## config.mk

```make
export PLATFORM = sky130hd
export DESIGN_NAME = bb3_pack
export DESIGN_NICKNAME = d
export VERILOG_FILES = /design/src/hdl/bb3_pkg.sv /design/src/hdl/bb3_pack.sv
export SDC_FILE = /design/constraint.sdc
export NUM_CORES = 1
export LEC_CHECK = 0
export ABC_AREA = 1
export BUFFER_PORTS_ARGS = -buffer_cell sky130_fd_sc_hd__buf_2
export CORE_MARGIN = 2
export CORE_UTILIZATION = 35
export DETAILED_ROUTE_END_ITERATION = 12
export SYNTH_ARGS = -nofsm -noshare
export SYNTH_HDL_FRONTEND = slang
export SYNTH_SLANG_ARGS = --single-unit
```

## constraint.sdc

```tcl
create_clock -name vclk -period 5.1
set_input_delay 0.255 -clock vclk [all_inputs]
set_output_delay 0.255 -clock vclk [all_outputs]
set_load 0.02 [all_outputs]
```

## src/hdl/bb3_pkg.sv

```systemverilog
// Shared types and constants for the 3x3 RGB box blur.
`timescale 1ns / 1ps

package bb3_pkg;

  localparam int DEF_MAX_WIDTH    = 1024;
  localparam int DEF_MAX_HEIGHT   = 1024;
  localparam int DEF_FRAME_WIDTH  = 640;
  localparam int DEF_FRAME_HEIGHT = 480;

  localparam int CFG_DATA_W = 11;
  localparam int CFG_IDX_W  = 1;

  localparam logic [CFG_IDX_W-1:0] CFG_FRAME_WIDTH  = 1'b0;
  localparam logic [CFG_IDX_W-1:0] CFG_FRAME_HEIGHT = 1'b1;

  // Nine 8-bit channel values sum to at most 2295.
  localparam int SUM_W = 12;

  // Truncating divide by 9 as (s * 7282) >> 16, exact for s up to 2295.
  localparam int               DIV9_RECIP_W = 13;
  localparam logic [12:0]      DIV9_RECIP   = 13'd7282;
  localparam int               DIV9_SHIFT   = 16;
  localparam logic [7:0]       ALPHA_OPAQUE = 8'hFF;

  typedef logic [23:0] rgb_t;

  // One line store entry: the two lines above the one being written.
  typedef struct packed {
    rgb_t upper;
    rgb_t lower;
  } line_pair_t;

  // One window column, row0 on top.
  typedef struct packed {
    rgb_t row0;
    rgb_t row1;
    rgb_t row2;
  } wnd_col_t;

  // Which window rows and columns lie inside the frame.
  typedef struct packed {
    logic top;
    logic bot;
    logic left;
    logic right;
  } tap_mask_t;

  typedef struct packed {
    logic [SUM_W-1:0] red;
    logic [SUM_W-1:0] green;
    logic [SUM_W-1:0] blue;
  } chan_sum_t;

endpackage

```

## src/hdl/bb3_pack.sv

```systemverilog
// Divides the three channel sums by nine and packs the output pixel.
`timescale 1ns / 1ps

module bb3_pack (
  input  bb3_pkg::chan_sum_t sums,
  output logic [31:0]        pixel
);

  localparam int PW = bb3_pkg::SUM_W + bb3_pkg::DIV9_RECIP_W;

  logic [PW-1:0] red_prod;
  logic [PW-1:0] green_prod;
  logic [PW-1:0] blue_prod;

  assign red_prod   = PW'(sums.red)   * PW'(bb3_pkg::DIV9_RECIP);
  assign green_prod = PW'(sums.green) * PW'(bb3_pkg::DIV9_RECIP);
  assign blue_prod  = PW'(sums.blue)  * PW'(bb3_pkg::DIV9_RECIP);

  assign pixel = {red_prod[bb3_pkg::DIV9_SHIFT +: 8],
                  green_prod[bb3_pkg::DIV9_SHIFT +: 8],
                  blue_prod[bb3_pkg::DIV9_SHIFT +: 8],
                  bb3_pkg::ALPHA_OPAQUE};

endmodule

```

==> impl_metrics.yaml, run 1 <==
outcome:
  outcome: "completed"
finish:
  n_fill_cell: 2143
  n_clock_buffer: 0
  area_delta_synth_final_pct: 8.47
  seq_area_sq_um: 0
  utilization_pct: 38.5
  drive_gt1_share_pct: 8.72
  seq_cells: 0
  final_nets: 1310
  multi_input_area_sq_um: 6250
  finalNonFillerCells: 1256
  n_antenna_cell: 0
floorplanning:
  die_area_sq_um: 21500
  die_h_microns: 147
  die_width_microns: 147
  rows: 52
  coreArea_sq_um: 20100
  start_util_pct: 35.5
  ios: 68
synth:
  syn_inst: 927
  yosys.area.top_type: "ha_1"
  synth_area_sq_um: 7130
  synth_area_per_cell_sq_um: 7.69
  synth_area_leaders: "ha_1, fa_1, inv_1"
  synth_cell_types: 36
  yosysMostFrequentCell: "inv_1"
  yosysWarnings: 0
  synth_top_area_share_pct: 34.9
  synth_commonest_cells: "inv_1, ha_1, nand2_1, fa_1, a21oi_1"
  yosysSeqAreaShare_pct: 0
drt:
  vias: 5840
  avgViaCountPerCell: 4.65
  drt_iter0_drc: 170
  ant_nets: 0
  drt-total-wl_mm: 15.9
  drcViolationCount: 0
  drt-pass1-iter-count: 4
  detail_route.wl_per_cell_microns: 12.7
timing:
  rsz0062_at_grt: "no"
  timing.final.ws_setup_ns: 0.458
  finalSetupTns_ns: 0
  drv_slew: 0
  min_period_ns: 4.64
  min_period_over_period_pct: 91.0
  finalHoldViolations: 0
  setup_viol: 0
  fmax_mhz: 215
global_routing:
  grt_use_total_pct: 15.6
  grt_max_degree: 7
  grt-ovfl-total: 0
  grt_pass1_wl_mm: 28.5
  antenna_found_initial: 0
  grt_pass1_vias: 6225
placed_design:
  dp.cells: 1256
  gp_congestion: 0.946
  dp_hpwl_mm: 15.1
  pre_cts_ws_ns: 0.494
  place.port_buffers: 60
cts:
  cts-resized-gates: 0
  cts_setup_buffers: 0
  cts_hold_buf: 0
worst_setup_path:
  crit_fanout: 4
  end_kind: "output port"
  required_ns: 4.85
  arrival_ns: 4.39
  startpoint_type: "input pin"
  crit_type: "input pin to output port"
min_path:
  hp-class: "input pin to output port"
flow_run:
  maxCapViolations: 0
cells in the final DEF (no fill, tap or decap):
master    instances
nand3_2           1
ha_1            199
inv_1           219
nand2_1         185
o21ai_1           5
a21boi_1          3
nor3_1            3
a21oi_1          42
nor2_2            3
nor2_1           41
o21ai_0           7
a211oi_1          1
nand3b_1          1
a21o_1            6
o21bai_1         13
clkinv_1          2
nor3_2            5
nand4_1           8
and2_4            1
nand4_2           1
o21a_1            4
nor3_4            1
nor3b_2           2
conb_1            8
xor2_1           11
o21bai_2          1
nand2_2           4
nor4_1            4
nand3_1          40
inv_2             6
or2_1             2
fa_1             87
buf_2            60
xnor2_1           6
a31oi_1           3
o21ai_2           1
worst max-delay path: stages:
cell	delay, ns
buf_2	0.12
inv_1	0.06
fa_1	0.55
inv_1	0.06
ha_1	0.30
inv_1	0.06
fa_1	0.50
inv_1	0.05
fa_1	0.51
inv_1	0.06
fa_1	0.53
inv_1	0.04
ha_1	0.35
nand2_1	0.16
inv_1	0.06
a21boi_1	0.21
nand2_1	0.08
nand2_1	0.08
nand3_1	0.07
nand2_1	0.07
nand2_1	0.05
buf_2	0.15
path summary, 6_finish.rpt:
path	startpoint	end	slack [ns]	cells after the start
max	sums[1]	pixel[15]	0.46	22
min	sums[27]	pixel[27]	1.25	8
layer usage:
layer | GRT usage [%] | share of wire, %
met5 | 0 | 0
met4 | 0.777 | 0.58
met3 | 0.435 | 2.3
met2 | 28.6 | 49
met1 | 21.5 | 48
metrics by stage:
step                cell area (sq um)  hold WS, ns
finish                           7740         1.25
global route                     7740         1.32
CTS                              7740         1.27
detailed placement               7740         1.26
global placement                 7740         1.26
floorplan                        7160        0.920
cell type report:
type	count	area share, %
multi-input cells	699	80.7
inverters	227	11.0
well taps	270	4.37
repair buffers	60	3.88
cells by family after synthesis:
kind of cell               after synthesis  share of synthesized area (%)
and+or+nand+nor                        302                           18.6
adders and majority gates              286                           59.3
buffers and inverters                  235                           12.8
AOI/OAI and AO/OA                       86                           7.17
xor gates and xnor gates                17                           2.09
other                                    1                         0.0526
Power of run 1 is left out: the tool's default activity adds up to more than one toggle a clock period on the data nets, which glitch-free logic cannot reach.
==> inputs of run 2 (changes only) <==
- clock period: 5.1 -> 5.21 ns (I/O delays scaled with it)
==> run 2 against run 1 <==
Critical path depth unchanged. First-iteration DRC count down 2.9%. Clock-buffer cell count unchanged. Design area unchanged. Via count down 0.17%. Hold slack better by 0.014 ns. Flip-flop and latch count unchanged. Non-clock buffer count unchanged. Setup slack better by 0.095 ns. Sequential share of layout area unchanged. Wire length down 0.77%. Final cell count unchanged. Largest cell class unchanged.
==> impl_metrics.yaml, run 2 (synthesis gave the netlist of run 1 again) <==
finish:
  seq_area_sq_um: 0
  final_common_cell: "inv_1"
  seq_cells: 0
  n_clock_buffer: 0
  final_cell_mix: "inv_1, ha_1, nand2_1"
  drive_gt1_share_pct: 8.72
  n_antenna_cell: 0
  final_nets: 1310
  n_fill_cell: 2148
  area_delta_synth_final_pct: 8.47
min_path:
  hp-class: "input pin to output port"
placed_design:
  place.port_buffers: 60
  dp_hpwl_mm: 15.0
  gp_congestion: 0.946
cts:
  cts_setup_buffers: 0
  cts_hold_buf: 0
  cts-resized-gates: 0
timing:
  min_period_over_period_pct: 89.4
  finalHoldViolations: 0
  finalSetupTns_ns: 0
  drv_slew: 0
  rsz0062_at_grt: "no"
  whs_ns: 1.26
  setup_viol: 0
  fmax_mhz: 215
  min_period_ns: 4.66
drt:
  drt_iter0_drc: 165
  wl_met2_mm: 7.75
  avgViaCountPerCell: 4.64
  detail_route.wl_per_cell_microns: 12.6
  dr_wl_met3_microns: 345
  top_layer: "met4"
  drt-pass1-iter-count: 6
  ant_nets: 0
  vias: 5830
  drt-total-wl_mm: 15.8
  m1WireLength_mm: 7.68
  drcViolationCount: 0
floorplanning:
  coreArea_sq_um: 20100
  start_util_pct: 35.5
  die_width_microns: 147
  ios: 68
  die_area_sq_um: 21500
  die_h_microns: 147
  rows: 52
flow_run:
  maxCapViolations: 0
global_routing:
  grt_pass1_vias: 6148
  grt_pass1_wl_mm: 28.2
  grt-ovfl-total: 0
  antenna_found_initial: 0
  grt_max_degree: 7
  grt_use_total_pct: 15.4
worst_setup_path:
  end_kind: "output port"
  crit_start: "sums[1]"
  required_ns: 4.95
  crit_fanout: 4
  arrival_ns: 4.40
  startpoint_type: "input pin"
  crit_type: "input pin to output port"
  cp-endpoint: "pixel[15]"
outcome:
  outcome: "completed"
## run 2: cell counts in the layout (fill, tap and decap cells not counted)
No cell type changed its count.
## run 2: through the flow
step / setup WS, ns / instance area, sq um / cells / utilization (%)
after floorplan: 0.941 / 7160 / 934 / -
after CTS: 0.592 / 7740 / 1256 / 38.5
after global placement: 0.631 / 7740 / 1256 / 38.5
final: 0.553 / 7740 / 1256 / 38.5
after detailed placement: 0.617 / 7740 / 1256 / 38.5
after global routing: 0.303 / 7740 / 1256 / 38.5
## run 2: layout make-up
cell class | count | area (sq um) | area share [%]
inverter | 227 | 852 | 11.0
multi-input combinational | 699 | 6250 | 80.7
timing repair buffer | 60 | 300 | 3.88
tap | 270 | 338 | 4.37
## run 2: worst max-delay path, stage by stage
cell	delay [ns]
buf_2	0.12
inv_1	0.06
fa_1	0.56
inv_1	0.07
ha_1	0.30
inv_1	0.06
fa_1	0.50
inv_1	0.05
fa_1	0.50
inv_1	0.06
fa_1	0.53
inv_1	0.04
ha_1	0.34
nand2_1	0.16
inv_1	0.06
a21boi_1	0.22
nand2_1	0.08
nand2_1	0.08
nand3_1	0.07
nand2_1	0.07
nand2_1	0.05
buf_2	0.15
## run 2: routing by layer
metal  vias up  global-route usage [%]
li1       3031                       -
met1      2714                    21.3
met2        83                    28.5
met3         2                   0.217
met4         0                   0.340
met5         -                       0
## run 2: worst min path at each step
stage	from	end	depth (start not counted)
final	sums[27]	pixel[27]	7
after global routing	sums[27]	pixel[27]	7
after CTS	sums[27]	pixel[27]	8
after detailed placement	sums[27]	pixel[27]	8
after global placement	sums[27]	pixel[27]	8
after floorplan	sums[24]	pixel[27]	6
Power of run 2 is left out for the same reason.
==> inputs of run 3 (changes only) <==
- clock period: 5.21 -> 5.8 ns (I/O delays scaled with it)
==> run 3 against run 2 <==
Clock-buffer cell count unchanged. First-iteration DRC count up 3.0%. Non-clock buffer count unchanged. Setup slack better by 0.55 ns. Sequential share of layout area unchanged. Die area unchanged. Global-route usage up 0.23 points. Flip-flop and latch count unchanged. Wire length up 0.64%. Critical path type unchanged. Critical endpoint unchanged.
==> impl_metrics.yaml, run 3 (synthesis gave the netlist of run 1 again) <==
outcome:
  outcome: "completed"
worst_setup_path:
  end_kind: "output port"
  arrival_ns: 4.41
  crit_start: "sums[1]"
  max_stage_delay_ns: 0.55
  crit_fanout: 4
  startpoint_type: "input pin"
  slowest_stage: "fa_1"
  cp_common_cell: "inv_1"
  critical_path.cell_chain: "buf_2, inv_1, fa_1, inv_1, ha_1, inv_1, fa_1, inv_1, fa_1, inv_1, fa_1, inv_1, ha_1, nand2_1, inv_1, a21boi_1, nand2_1, nand2_1, nand3_1, nand2_1, nand2_1, buf_2"
  required_ns: 5.51
  crit_type: "input pin to output port"
global_routing:
  grt_pass1_wl_mm: 28.5
  grt_use_total_pct: 15.6
  antenna_found_initial: 0
  grt-ovfl-total: 0
  grt_pass1_vias: 6236
  grt_max_degree: 7
finish:
  seq_cells: 0
  seq_area_sq_um: 0
  area_delta_synth_final_pct: 8.47
  final_nets: 1310
  n_clock_buffer: 0
  final_common_cell: "inv_1"
  n_antenna_cell: 0
  final_cell_mix: "inv_1, ha_1, nand2_1"
  drive_gt1_share_pct: 8.72
min_path:
  holdPathStages: 8
  worst_hold_startpoint: "sums[27]"
  hp-class: "input pin to output port"
placed_design:
  dp_hpwl_mm: 15.1
  place.port_buffers: 60
  gp_congestion: 0.946
cts:
  cts_setup_buffers: 0
  cts-resized-gates: 0
  cts_hold_buf: 0
floorplanning:
  ios: 68
  die_h_microns: 147
  start_util_pct: 35.5
  rows: 52
  die_width_microns: 147
  coreArea_sq_um: 20100
  die_area_sq_um: 21500
flow_run:
  maxCapViolations: 0
timing:
  setup_viol: 0
  min_period_over_period_pct: 81.1
  drv_slew: 0
  rsz0062_at_grt: "no"
  fmax_mhz: 213
  finalHoldViolations: 0
  min_period_ns: 4.70
  finalSetupTns_ns: 0
drt:
  vias: 5781
  drt-total-wl_mm: 15.9
  detail_route.wl_per_cell_microns: 12.6
  ant_nets: 0
  drt-pass1-iter-count: 4
  drcViolationCount: 0
  avgViaCountPerCell: 4.60
  drt_iter0_drc: 170
-- run 3: through the flow --
stage | std cells | area, sq um | hold WS [ns] | worst slack, ns | util, %
floorplan | 934 | 7160 | 0.990 | 1.47 | -
global placement | 1256 | 7740 | 1.33 | 1.16 | 38.5
detailed placement | 1256 | 7740 | 1.31 | 1.13 | 38.5
CTS | 1256 | 7740 | 1.31 | 1.10 | 38.5
global route | 1256 | 7740 | 1.37 | 0.814 | 38.5
finish | 1256 | 7740 | 1.32 | 1.10 | 38.5
-- run 3: cell type report --
cell class | instances | area [sq um]
multi-input cells | 699 | 6250
well taps | 270 | 338
fillers | 2114 | 12400
inverters | 227 | 852
repair buffers | 60 | 300
-- run 3: per-layer routing --
layer  GRT usage (%)  routed length (microns)
met2            29.0                     7720
met5               0                        0
met3           0.248                      328
met1            21.4                     7720
met4           0.777                       99
-- run 3: critical path: cells and delay by family --
| kind | cells | cell delay [ns] |
|---|---|---|
| buffers and inverters | 9 | 0.65 |
| AOI/OAI and AO/OA | 1 | 0.21 |
| and+or+nand+nor | 6 | 0.53 |
| adders and majority gates | 6 | 2.73 |
-- run 3: worst paths after layout --
check / to / slack, ns
worst max-delay path: pixel[15] / 1.10
worst min-delay path: pixel[27] / 1.32
Power of run 3 is left out for the same reason.
