`src/hdl/bb3_pkg.sv`:
```
// Shared types and constants for the 3x3 RGB box blur.
`timescale 1ns / 1ps

package bb3_pkg;

  localparam int DEF_MAX_WIDTH    = 1024;
  localparam int DEF_MAX_HEIGHT   = 1024;
  localparam int DEF_FRAME_WIDTH  = 640;
  localparam int DEF_FRAME_HEIGHT = 480;

  localparam int CFG_DATA_W = 11;
  localparam int CFG_IDX_W  = 1;

  localparam logic [CFG_IDX_W-1:0] CFG_FRAME_WIDTH  = 1'b0;
  localparam logic [CFG_IDX_W-1:0] CFG_FRAME_HEIGHT = 1'b1;

  // Nine 8-bit channel values sum to at most 2295.
  localparam int SUM_W = 12;

  // Truncating divide by 9 as (s * 7282) >> 16, exact for s up to 2295.
  localparam int               DIV9_RECIP_W = 13;
  localparam logic [12:0]      DIV9_RECIP   = 13'd7282;
  localparam int               DIV9_SHIFT   = 16;
  localparam logic [7:0]       ALPHA_OPAQUE = 8'hFF;

  typedef logic [23:0] rgb_t;

  // One line store entry: the two lines above the one being written.
  typedef struct packed {
    rgb_t upper;
    rgb_t lower;
  } line_pair_t;

  // One window column, row0 on top.
  typedef struct packed {
    rgb_t row0;
    rgb_t row1;
    rgb_t row2;
  } wnd_col_t;

  // Which window rows and columns lie inside the frame.
  typedef struct packed {
    logic top;
    logic bot;
    logic left;
    logic right;
  } tap_mask_t;

  typedef struct packed {
    logic [SUM_W-1:0] red;
    logic [SUM_W-1:0] green;
    logic [SUM_W-1:0] blue;
  } chan_sum_t;

endpackage

```
`src/hdl/bb3_window.sv`:
```
// 3x3 window registers with frame-edge masking and per-channel sums.
`timescale 1ns / 1ps

module bb3_window (
  input  logic                clk,
  input  logic                shift_en,
  input  bb3_pkg::wnd_col_t   new_col,
  input  bb3_pkg::tap_mask_t  mask,
  output bb3_pkg::chan_sum_t  sums
);

  bb3_pkg::wnd_col_t col_r [3];
  bb3_pkg::rgb_t     tap   [9];
  logic [2:0]        col_on;
  logic [2:0]        row_on;
  logic [bb3_pkg::SUM_W-1:0] red_sum;
  logic [bb3_pkg::SUM_W-1:0] green_sum;
  logic [bb3_pkg::SUM_W-1:0] blue_sum;

  // Column 2 is the newest, column 0 the oldest.
  always_ff @(posedge clk) begin
    if (shift_en) begin
      col_r[0] <= col_r[1];
      col_r[1] <= col_r[2];
      col_r[2] <= new_col;
    end
  end

  assign col_on = {mask.right, 1'b1, mask.left};
  assign row_on = {mask.bot, 1'b1, mask.top};

  always_comb begin
    for (int c = 0; c < 3; c++) begin
      tap[3*c]   = (row_on[0] && col_on[c]) ? col_r[c].row0 : '0;
      tap[3*c+1] = (row_on[1] && col_on[c]) ? col_r[c].row1 : '0;
      tap[3*c+2] = (row_on[2] && col_on[c]) ? col_r[c].row2 : '0;
    end
  end

  always_comb begin
    red_sum   = '0;
    green_sum = '0;
    blue_sum  = '0;
    for (int i = 0; i < 9; i++) begin
      red_sum   = red_sum   + bb3_pkg::SUM_W'(tap[i][23:16]);
      green_sum = green_sum + bb3_pkg::SUM_W'(tap[i][15:8]);
      blue_sum  = blue_sum  + bb3_pkg::SUM_W'(tap[i][7:0]);
    end
  end

  assign sums.red   = red_sum;
  assign sums.green = green_sum;
  assign sums.blue  = blue_sum;

endmodule

```
`config.mk`:
```
export PLATFORM = sky130hd
export DESIGN_NAME = bb3_window
export DESIGN_NICKNAME = d
export VERILOG_FILES = /design/src/hdl/bb3_pkg.sv /design/src/hdl/bb3_window.sv
export SDC_FILE = /design/constraint.sdc
export NUM_CORES = 1
export LEC_CHECK = 0
export BUFFER_PORTS_ARGS = -buffer_cell sky130_fd_sc_hd__buf_2
export CAP_MARGIN = 20
export CORE_MARGIN = 4
export CORE_UTILIZATION = 65
export DETAILED_ROUTE_END_ITERATION = 6
export PLACE_DENSITY_LB_ADDON = 0.08
export SLEW_MARGIN = 20
export SYNTH_ARGS = -nofsm -noshare
export SYNTH_HDL_FRONTEND = slang
export SYNTH_SLANG_ARGS = --single-unit
```
`constraint.sdc`:
```
create_clock -name clk -period 21 [get_ports clk]
set_input_delay 4.2 -clock clk [delete_from_list [all_inputs] [get_ports clk]]
set_output_delay 4.2 -clock clk [all_outputs]
set_load 0.01 [all_outputs]
```
==> results of run 1 <==
==> stage by stage <==
| step | area, sq um | setup slack, ps | power [mW] | util (%) | hold WS, ps |
|---|---|---|---|---|---|
| after floorplan | 12800 | 8420 | 1.10 | - | 417 |
| after global placement | 13700 | 7120 | 1.34 | 70.2 | 422 |
| after detailed placement | 13700 | 6960 | 1.36 | 70.2 | 425 |
| after CTS | 14400 | 6950 | 1.76 | 73.9 | 435 |
| after global routing | 14400 | 6720 | 1.89 | 73.9 | 440 |
| final | 14400 | 7000 | 1.74 | 73.9 | 427 |
==> layer usage <==
metal | vias up | wire, um | track usage [%]
met5 | - | 0 | 0
met3 | 33 | 1070 | 3.23
met1 | 3487 | 9420 | 31.1
li1 | 3276 | - | -
met4 | 0 | 404 | 4.30
met2 | 173 | 10900 | 35.5
==> final cells by class <==
cell class / instances / area, sq um
flip-flops and latches: 216 / 6490
multi-input cells: 495 / 5440
fillers: 1261 / 5070
inverters: 213 / 800
clock buffers: 30 / 644
repair buffers: 118 / 612
well taps: 265 / 332
clock inverters: 10 / 75.1
==> power groups by stage <==
stage / Clock [mW] / Sequential, mW / Combinational, mW
finish: 0.388 / 0.524 / 0.828
global route: 0.418 / 0.527 / 0.940
CTS: 0.398 / 0.524 / 0.836
detailed placement: 0 / 0.533 / 0.829
global placement: 0 / 0.532 / 0.811
floorplan: 0 / 0.526 / 0.579
==> worst paths after layout <==
| check | start | endpoint | slack, ps | depth (start not counted) |
|---|---|---|---|---|
| hold / removal | col_r[0][85] | col_r[0][13] | 430 | 0 |
| setup / recovery | mask[1] | sums[22] | 7000 | 20 |
| setup reg to reg | col_r[0][155] | col_r[0][83] | 20250 | 0 |
| hold reg to reg | col_r[0][85] | col_r[0][13] | 430 | 0 |
==> kinds of logic after synthesis <==
family,after synthesis,share of synthesized area (%)
AOI/OAI and AO/OA,43,2.14
and+or+nand+nor,230,9.74
xor gates and xnor gates,21,1.43
buffers and inverters,242,7.08
adders and majority gates,201,29.1
DFF,216,50.5
==> layout by cell type (no fill, tap or decap), types with 2 or more instances in the layout <==
master / synthesis / layout
nand3_1: 11 / 11
fa_1: 162 / 162
nand2_1: 61 / 61
clkinv_2: 0 / 6
nor2_1: 12 / 12
or2_2: 2 / 2
inv_1: 213 / 213
xor2_1: 5 / 5
o21bai_1: 2 / 2
and2_1: 66 / 66
a211oi_1: 3 / 3
o21ai_0: 8 / 8
nor3_1: 3 / 3
o211ai_1: 3 / 3
buf_4: 0 / 5
a21oi_1: 14 / 14
ha_1: 39 / 39
clkbuf_16: 0 / 25
nor2b_1: 4 / 4
xnor2_1: 16 / 16
buf_2: 0 / 112
and3_1: 68 / 68
clkinv_1: 0 / 2
a31oi_1: 5 / 5
a21o_1: 4 / 4
clkbuf_1: 29 / 5
edfxtp_1: 216 / 216
==> results_dict.tcl, run 1 <==
set metrics [dict create \
    layout-drive-gt1-share_pct 14.4 \
    rsz0062_at_grt "false" \
    finalNetCount 1347 \
    synth_top_area_share_pct 50.5 \
    status "complete, no violations" \
    power.leakage_nw 6.58 \
    min_period_over_period_pct 66.7 \
    synth_area_leaders "edfxtp_1, fa_1, inv_1" \
    crit_slowest_cell "and2_1" \
    fin_cells 1347 \
    grt_start_max_net_pins 139 \
    vias_per_cell 5.17 \
    clock_skew_ps 13.9 \
    startpoint_type "input port" \
    cts.clk_slew.worst_paths_ps 60 \
    rows 51 \
    dp.cells 1307 \
    cts_tree "yes" \
    place_hpwl_um 14500 \
    die_h_um 149 \
    crit_family "adder cells" \
    setup_viol 0 \
    antenna_found_initial 0 \
    power_density_nw_per_um2 121 \
    synth.distinct_cells 29 \
    syn_area_sq_um 12800 \
    clockPowerShare_pct 22.3 \
    synth_ff_type "edfxtp_1" \
    crit_fanout 53 \
    cts_buffers 24 \
    worstHoldPathType "reg -> reg" \
    seqPwrFrac_pct 30.1 \
    num_antenna_cells 0 \
    die_x_um 149 \
    initial_core_util_pct 65.9 \
    synth_warnings 0 \
    drc_errors 0 \
    drt_iter0_drc 468 \
    dieArea_sq_um 22100 \
    clk_path_buf_depth 3 \
    grt_pass1_wl_um 37500 \
    finalHoldViolCount 0 \
    syn_nets 1232 \
    cp_data_arrival_time_ps 9800 \
    ys_async_sr_fraction_pct 0 \
    synth_most_common_cell "edfxtp_1" \
    tightest_slew_ps 1070 \
    path_common_cell "fa_1" \
    worstSetupEndpointType "output pin" \
    grt_pass1_vias 7453 \
    crit_chain "buf_2 -> buf_4 -> and2_1 -> nand2_1 -> fa_1 -> inv_1 -> fa_1 -> fa_1 -> inv_1 -> fa_1 -> inv_1 -> ha_1 -> inv_1 -> fa_1 -> nor2b_4 -> o2111ai_2 -> nand3_2 -> o41a_1 -> xor2_1 -> buf_2" \
    required_ps 16800 \
    reg.largest.list "col_r (216)" \
    overflow 0 \
    dr.pass1.iters 5 \
    maxSlewViolCount 0 \
    num_vias 6969 \
    largest_register "col_r" \
    cp_slowest_stage_delay_ps 910 \
    largest_reg_flops 216 \
    post_drt_wl_per_cell_um 16.2 \
    final_antenna_net_count 0 \
    p_sw_uw 644 \
    syn_inst 953 \
    criticalPathCategory "in -> out" \
    ir_worst_vdd_mv 0.195 \
    ys_ff_latch 216 \
    cap_viol_max_count 0 \
    synth_seq_area_share_pct 50.5 \
    slew_headroom_pct 28.4 \
    synth_common_cells "edfxtp_1, inv_1, fa_1" \
    cp_num_buf_inv 7 \
    gp_congestion 0.836 \
    swShare_pct 37.1 \
    synth_top_cell_by_area "edfxtp_1" \
    power_frac_comb_pct 47.6 \
    postCtsSetupBuffers 0 \
    ctsResizeCount 0 \
    coreArea_sq_um 19500 \
    holdBufCountCts 0 \
    cts_sinks 216 \
    fin_crit_ps 14000 \
    htree_levels 1 \
    p_int_mw 1.09 \
    finalSetupTns_ps 0 \
    wl_um 21800 \
    synth_edf_count 216 \
    fmax_mhz 71.4 \
    grt.total_usage_pct 21.4 \
    synth_area_per_cell_sq_um 13.5 \
    syn2layout_area_growth_pct 12.1 \
    clock_latency_ps 510 \
    numPortBuffers 113 \
    cts_root_buf "clkbuf_16" \
    io_pins 114 \
]
(Power assumes the default switching activity.)
==> run 2, diff against run 1 <==
--- a/config.mk
+++ b/config.mk
@@ -8,7 +8,7 @@
 export BUFFER_PORTS_ARGS = -buffer_cell sky130_fd_sc_hd__buf_2
 export CAP_MARGIN = 20
 export CORE_MARGIN = 4
-export CORE_UTILIZATION = 65
+export CORE_UTILIZATION = 61
 export DETAILED_ROUTE_END_ITERATION = 6
 export PLACE_DENSITY_LB_ADDON = 0.08
 export SLEW_MARGIN = 20
==> constraint.sdc (replaced) <==
create_clock -name clk -period 13 [get_ports clk]
set_input_delay 2.6 -clock clk [delete_from_list [all_inputs] [get_ports clk]]
set_output_delay 2.6 -clock clk [all_outputs]
set_load 0.01 [all_outputs]
==> run 2 against run 1 <==
  * Setup slack worse by 5000 ps
  * Sequential power up 61%
  * Highest routed layer unchanged
  * Via count about the same
  * Die area up 6.2%
  * Worst hold slack better by 12 ps
  * Cell count up 0.59%
  * Cell area up 0.26%
  * Critical path type unchanged
==> results_dict.tcl, run 2 (same netlist as run 1, synthesis figures left out) <==
set metrics [dict create \
    holdBufCountCts 0 \
    coreArea_sq_um 20500 \
    cp_data_arrival_time_ps 8390 \
    reg.largest.list "col_r (216)" \
    worstSetupEndpointType "output pin" \
    rsz0062_at_grt "false" \
    cts.clk_slew.worst_paths_ps 50 \
    numPortBuffers 113 \
    min_period_over_period_pct 84.5 \
    clockPowerShare_pct 22.9 \
    ctsResizeCount 0 \
    tightest_slew_ps 1080 \
    required_ps 10400 \
    top_layer "met4" \
    layout-drive-gt1-share_pct 14.5 \
    dieArea_sq_um 23400 \
    ir_worst_vdd_mv 0.246 \
    place_hpwl_um 15000 \
    dr.pass1.iters 5 \
    fmax_mhz 91.0 \
    met1Wirelength_um 9860 \
    clk_path_buf_depth 3 \
    fin_crit_ps 10990 \
    whs_ps 439 \
    grt_start_max_net_pins 88 \
    finalHoldViolCount 0 \
    post_drt_wl_per_cell_um 16.2 \
    postCtsSetupBuffers 0 \
    r2r-start "col_r[0][152]" \
    reg2reg_depth 0 \
    antenna_found_initial 0 \
    swShare_pct 37.0 \
    grt_pass1_wl_um 37400 \
    io_pins 114 \
    clock_latency_ps 520 \
    overflow 0 \
    wl_met3_um 1030 \
    cts_sinks 216 \
    grt.total_usage_pct 19.6 \
    cap_viol_max_count 0 \
    power.leakage_nw 6.59 \
    fin_area_sq_um 14400 \
    layout_commonest_cell "edfxtp_1" \
    drt_iter0_drc 314 \
    wl_met2_um 10600 \
    p_sw_mw 1.05 \
    slew_headroom_pct 27.9 \
    vias_per_cell 5.14 \
    min_from "col_r[0][134]" \
    seqPwrFrac_pct 29.9 \
    cts_tree "yes" \
    clock_skew_ps 18.4 \
    holdPathStages 0 \
    drc_errors 0 \
    status "complete, no violations" \
    finalSetupTns_ps 0 \
    final_antenna_net_count 0 \
    cts_buffers 24 \
    largest_reg_flops 216 \
    htree_levels 1 \
    wl_um 21900 \
    maxSlewViolCount 0 \
    power_frac_comb_pct 47.3 \
    syn2layout_area_growth_pct 12.4 \
    r2r_slack_ps 12280 \
    largest_register "col_r" \
    num_vias 6963 \
    power_density_nw_per_um2 196 \
    p_int_mw 1.78 \
    die_h_um 153 \
    layout_common_cells "edfxtp_1, inv_1, fa_1" \
    r2r_end "col_r[0][80]" \
    num_antenna_cells 0 \
    cts_root_buf "clkbuf_16" \
    postPlaceCellArea_sq_um 13700 \
    die_x_um 153 \
    finalNetCount 1346 \
    startpoint_type "input port" \
    gp_congestion 0.794 \
    hold_end "col_r[0][62]" \
    criticalPathCategory "in -> out" \
    grt_pass1_vias 7528 \
    rows 52 \
    crit_fanout 53 \
    worstHoldPathType "reg -> reg" \
    initial_core_util_pct 62.6 \
    setup_viol 0 \
]
## run 2: worst max path at each step
stage | from | endpoint
after CTS | mask[1] | sums[22]
after floorplan | mask[1] | sums[22]
after global placement | mask[1] | sums[22]
after detailed placement | mask[1] | sums[22]
after global routing | mask[1] | sums[22]
final | mask[1] | sums[22]
## run 2: layout make-up
cell class,count,area (sq um)
Sequential cell,216,6490
Fill cell,1466,6070
Multi-Input combinational cell,495,5440
Inverter,213,800
Clock buffer,30,623
Timing Repair Buffer,117,607
Tap cell,270,338
Clock inverter,14,133
## run 2: power groups by stage
stage | registers [mW] | logic (mW) | clock network, mW
6_report | 0.845 | 1.34 | 0.647
5_1_grt | 0.850 | 1.53 | 0.696
4_1_cts | 0.846 | 1.36 | 0.661
3_5_place_dp | 0.860 | 1.35 | 0
3_3_place_gp | 0.858 | 1.32 | 0
2_1_floorplan | 0.850 | 0.935 | 0
## run 2: routing by layer
layer / track usage (%) / vias up
li1: - / 3284
met4: 4.20 / 0
met2: 31.2 / 144
met1: 29.2 / 3506
met3: 3.39 / 29
met5: 0 / -
## run 2: stage by stage
step	utilization [%]	instances	power (mW)	worst slack [ps]
after floorplan	-	953	1.78	3620
after global placement	66.7	1311	2.18	2050
after detailed placement	66.7	1311	2.21	1930
after CTS	70.4	1355	2.86	1900
after global routing	70.4	1355	3.07	1630
final	70.4	1355	2.83	2010
## run 2: critical path, stage by stage
cell	delay, ps
buf_2	780
and2_1	930
nand2_1	190
fa_1	540
inv_1	50
fa_1	480
fa_1	550
inv_1	50
fa_1	430
inv_1	60
ha_1	190
inv_1	70
fa_1	490
nor2b_4	140
o2111ai_2	120
nand3_2	90
o41a_1	140
xor2_1	250
buf_2	190
==> run 3, diff against run 2 <==
--- a/config.mk
+++ b/config.mk
@@ -5,6 +5,7 @@
 export SDC_FILE = /design/constraint.sdc
 export NUM_CORES = 1
 export LEC_CHECK = 0
+export ABC_AREA = 1
 export BUFFER_PORTS_ARGS = -buffer_cell sky130_fd_sc_hd__buf_2
 export CAP_MARGIN = 20
 export CORE_MARGIN = 4
==> constraint.sdc (replaced) <==
create_clock -name clk -period 10.8 [get_ports clk]
set_input_delay 2.16 -clock clk [delete_from_list [all_inputs] [get_ports clk]]
set_output_delay 2.16 -clock clk [all_outputs]
set_load 0.01 [all_outputs]
==> run 3 against run 2 <==
  * Sequential share of layout area fell by 1.5 points
  * Sequential power grew 21%
  * Cell count is 18% higher
  * Critical path depth is 4 higher
  * Non-clock buffer count is 6 higher
  * Clock skew is 4.9 ps higher
  * Largest cell class unchanged
==> results_dict.tcl, run 3 <==
set metrics [dict create \
    p_sw_mw 1.30 \
    syn_nets 1460 \
    cap_viol_max_count 0 \
    num_vias 7694 \
    postCtsSetupBuffers 0 \
    overflow 0 \
    setup_ws_ps 1600 \
    ctsResizeCount 0 \
    grt.total_usage_pct 21.9 \
    clockPowerShare_pct 23.7 \
    post_drt_wl_per_cell_um 15.6 \
    required_ps 8640 \
    fin_cells 1602 \
    r2r_slack_ps 10060 \
    startpoint_type "input port" \
    synth_warnings 0 \
    place_ws_ps 1610 \
    slew_headroom_pct 36.9 \
    finalSetupTns_ps 0 \
    cts_sinks 216 \
    fin_crit_ps 9200 \
    die_x_um 155 \
    layout_common_cells "inv_1, nand2_1, edfxtp_1" \
    cts_buffers 24 \
    cp_data_arrival_time_ps 7040 \
    top_layer "met4" \
    tightest_slew_ps 946 \
    holdBufCountCts 0 \
    finalPower_mw 3.42 \
    antenna_found_initial 0 \
    wl_met2_um 12200 \
    largest_register "col_r" \
    reg2reg_depth 0 \
    ys_ff_latch 216 \
    dr.pass1.iters 5 \
    synth_area_leaders "edfxtp_1, fa_1, inv_1" \
    p_int_mw 2.12 \
    maxSlewViolCount 0 \
    drc_errors 0 \
    htree_levels 1 \
    synth_area_per_cell_sq_um 11.2 \
    cts.clk_slew.worst_paths_ps 70 \
    hold_end "col_r[0][106]" \
    holdPathStages 0 \
    dp.cells 1559 \
    cts_tree "yes" \
    synth_top_area_share_pct 49.0 \
    synth_edf_count 216 \
    layout-drive-gt1-share_pct 12.1 \
    worstSetupEndpointType "output pin" \
    grt_start_max_net_pins 75 \
    criticalPathCategory "in -> out" \
    dieArea_sq_um 24100 \
    num_antenna_cells 0 \
    final_antenna_net_count 0 \
    status "complete, no violations" \
    die_h_um 155 \
    synth_common_cells "inv_1, nand2_1, edfxtp_1" \
    ys_async_sr_fraction_pct 0 \
    grt_pass1_wl_um 41400 \
    clk_path_buf_depth 3 \
    syn_inst 1181 \
    cts_root_buf "clkbuf_16" \
    power.leakage_nw 7.61 \
    rows 53 \
    worstHoldPathType "reg -> reg" \
    synth_ff_type "edfxtp_1" \
    setup_viol 0 \
    clock_latency_ps 530 \
    io_pins 114 \
    met1Wirelength_um 10400 \
    coreArea_sq_um 21200 \
    rsz0062_at_grt "false" \
    synth_seq_area_share_pct 49.0 \
    grt_pass1_vias 8150 \
    initial_core_util_pct 62.4 \
    power_density_nw_per_um2 229 \
    layout_commonest_cell "inv_1" \
    syn2layout_area_growth_pct 12.6 \
    synth_most_common_cell "inv_1" \
    gp_congestion 0.874 \
    synth.distinct_cells 18 \
    power_frac_comb_pct 46.4 \
    ir_worst_vdd_mv 0.369 \
    swShare_pct 37.9 \
    min_from "col_r[0][178]" \
    finalHoldViolCount 0 \
    drt_iter0_drc 423 \
    crit_fanout 26 \
    numPortBuffers 113 \
    place_hpwl_um 17800 \
    synth_top_cell_by_area "edfxtp_1" \
    vias_per_cell 4.80 \
    syn_area_sq_um 13200 \
    min_period_over_period_pct 85.2 \
    largest_reg_flops 216 \
    r2r_end "col_r[0][82]" \
    r2r-start "col_r[0][154]" \
    wl_met3_um 1590 \
    wl_um 24900 \
    reg.largest.list "col_r (216)" \
    seqPwrFrac_pct 29.8 \
    clock_skew_ps 23.3 \
    fmax_mhz 109 \
    finalNetCount 1589 \
]
==> run 3: changes by cell type after synthesis, sizes merged, moves of 5 or more <==
cell,before,now
inv,213,389
o21ai,8,2
nand3,12,20
a31oi,5,0
nor2b,5,0
buf,0,20
xnor2,16,6
and3,68,0
nor2,12,77
and2,66,0
nand2,61,227
clkbuf,29,0
==> run 3: worst max path at each step <==
| stage | start | endpoint | slack [ps] | cells past startpoint |
|---|---|---|---|---|
| 6_report | mask[1] | sums[34] | 1600 | 23 |
| 5_1_grt | mask[1] | sums[34] | 1280 | 23 |
| 4_1_cts | mask[1] | sums[34] | 1590 | 23 |
| 3_5_place_dp | mask[1] | sums[34] | 1610 | 23 |
| 3_3_place_gp | mask[1] | sums[10] | 1770 | 19 |
| 2_1_floorplan | mask[1] | sums[30] | 2780 | 20 |
==> run 3: logic make-up after synthesis <==
group                      after synthesis  share of synthesized area [%]
buffers and inverters                  409                           11.8
and+or+nand+nor                        334                           9.98
DFF                                    216                           49.0
adders and majority gates              201                           28.2
AOI/OAI and AO/OA                       12                          0.454
xor gates and xnor gates                 9                          0.595
==> run 3: final cells by class <==
class / instances / area (sq um)
fillers: 1599 / 6310
clock buffers: 26 / 608
inverters: 389 / 1460
flip-flops and latches: 216 / 6490
multi-input cells: 556 / 5190
well taps: 275 / 344
clock inverters: 17 / 175
repair buffers: 123 / 649
==> run 3: worst max-delay path, stage by stage <==
cell and delay, ps:
buf_2 560, nand2_2 190, inv_1 230, buf_4 300, nand2_1 120, fa_1 510
inv_1 50, fa_1 500, inv_1 50, fa_1 550, fa_1 420, inv_1 70
ha_1 190, inv_1 80, fa_1 450, inv_1 70, nand2_1 40, nand2_1 90
nand3_1 110, nand2_1 80, nand2_1 40, nand2_1 40, buf_2 120
==> run 3: power by group through the flow <==
stage	Clock [mW]	Sequential (mW)	Combinational (mW)
after floorplan	0	1.03	1.13
after global placement	0	1.04	1.57
after detailed placement	0	1.04	1.60
after CTS	0.830	1.02	1.62
after global routing	0.868	1.03	1.83
final	0.813	1.02	1.59
==> run 3: stage by stage <==
step	utilization (%)	cell area (sq um)	hold WS [ps]
after floorplan	-	13200	426
after global placement	66.6	14100	431
after detailed placement	66.6	14100	432
after CTS	70.3	14900	437
after global routing	70.3	14900	449
final	70.3	14900	436
==> run 3: layer usage <==
metal | vias up | global-route usage [%]
li1 | 3711 | -
met1 | 3729 | 30.7
met2 | 201 | 35.9
met3 | 53 | 4.26
met4 | 0 | 6.00
met5 | - | 0
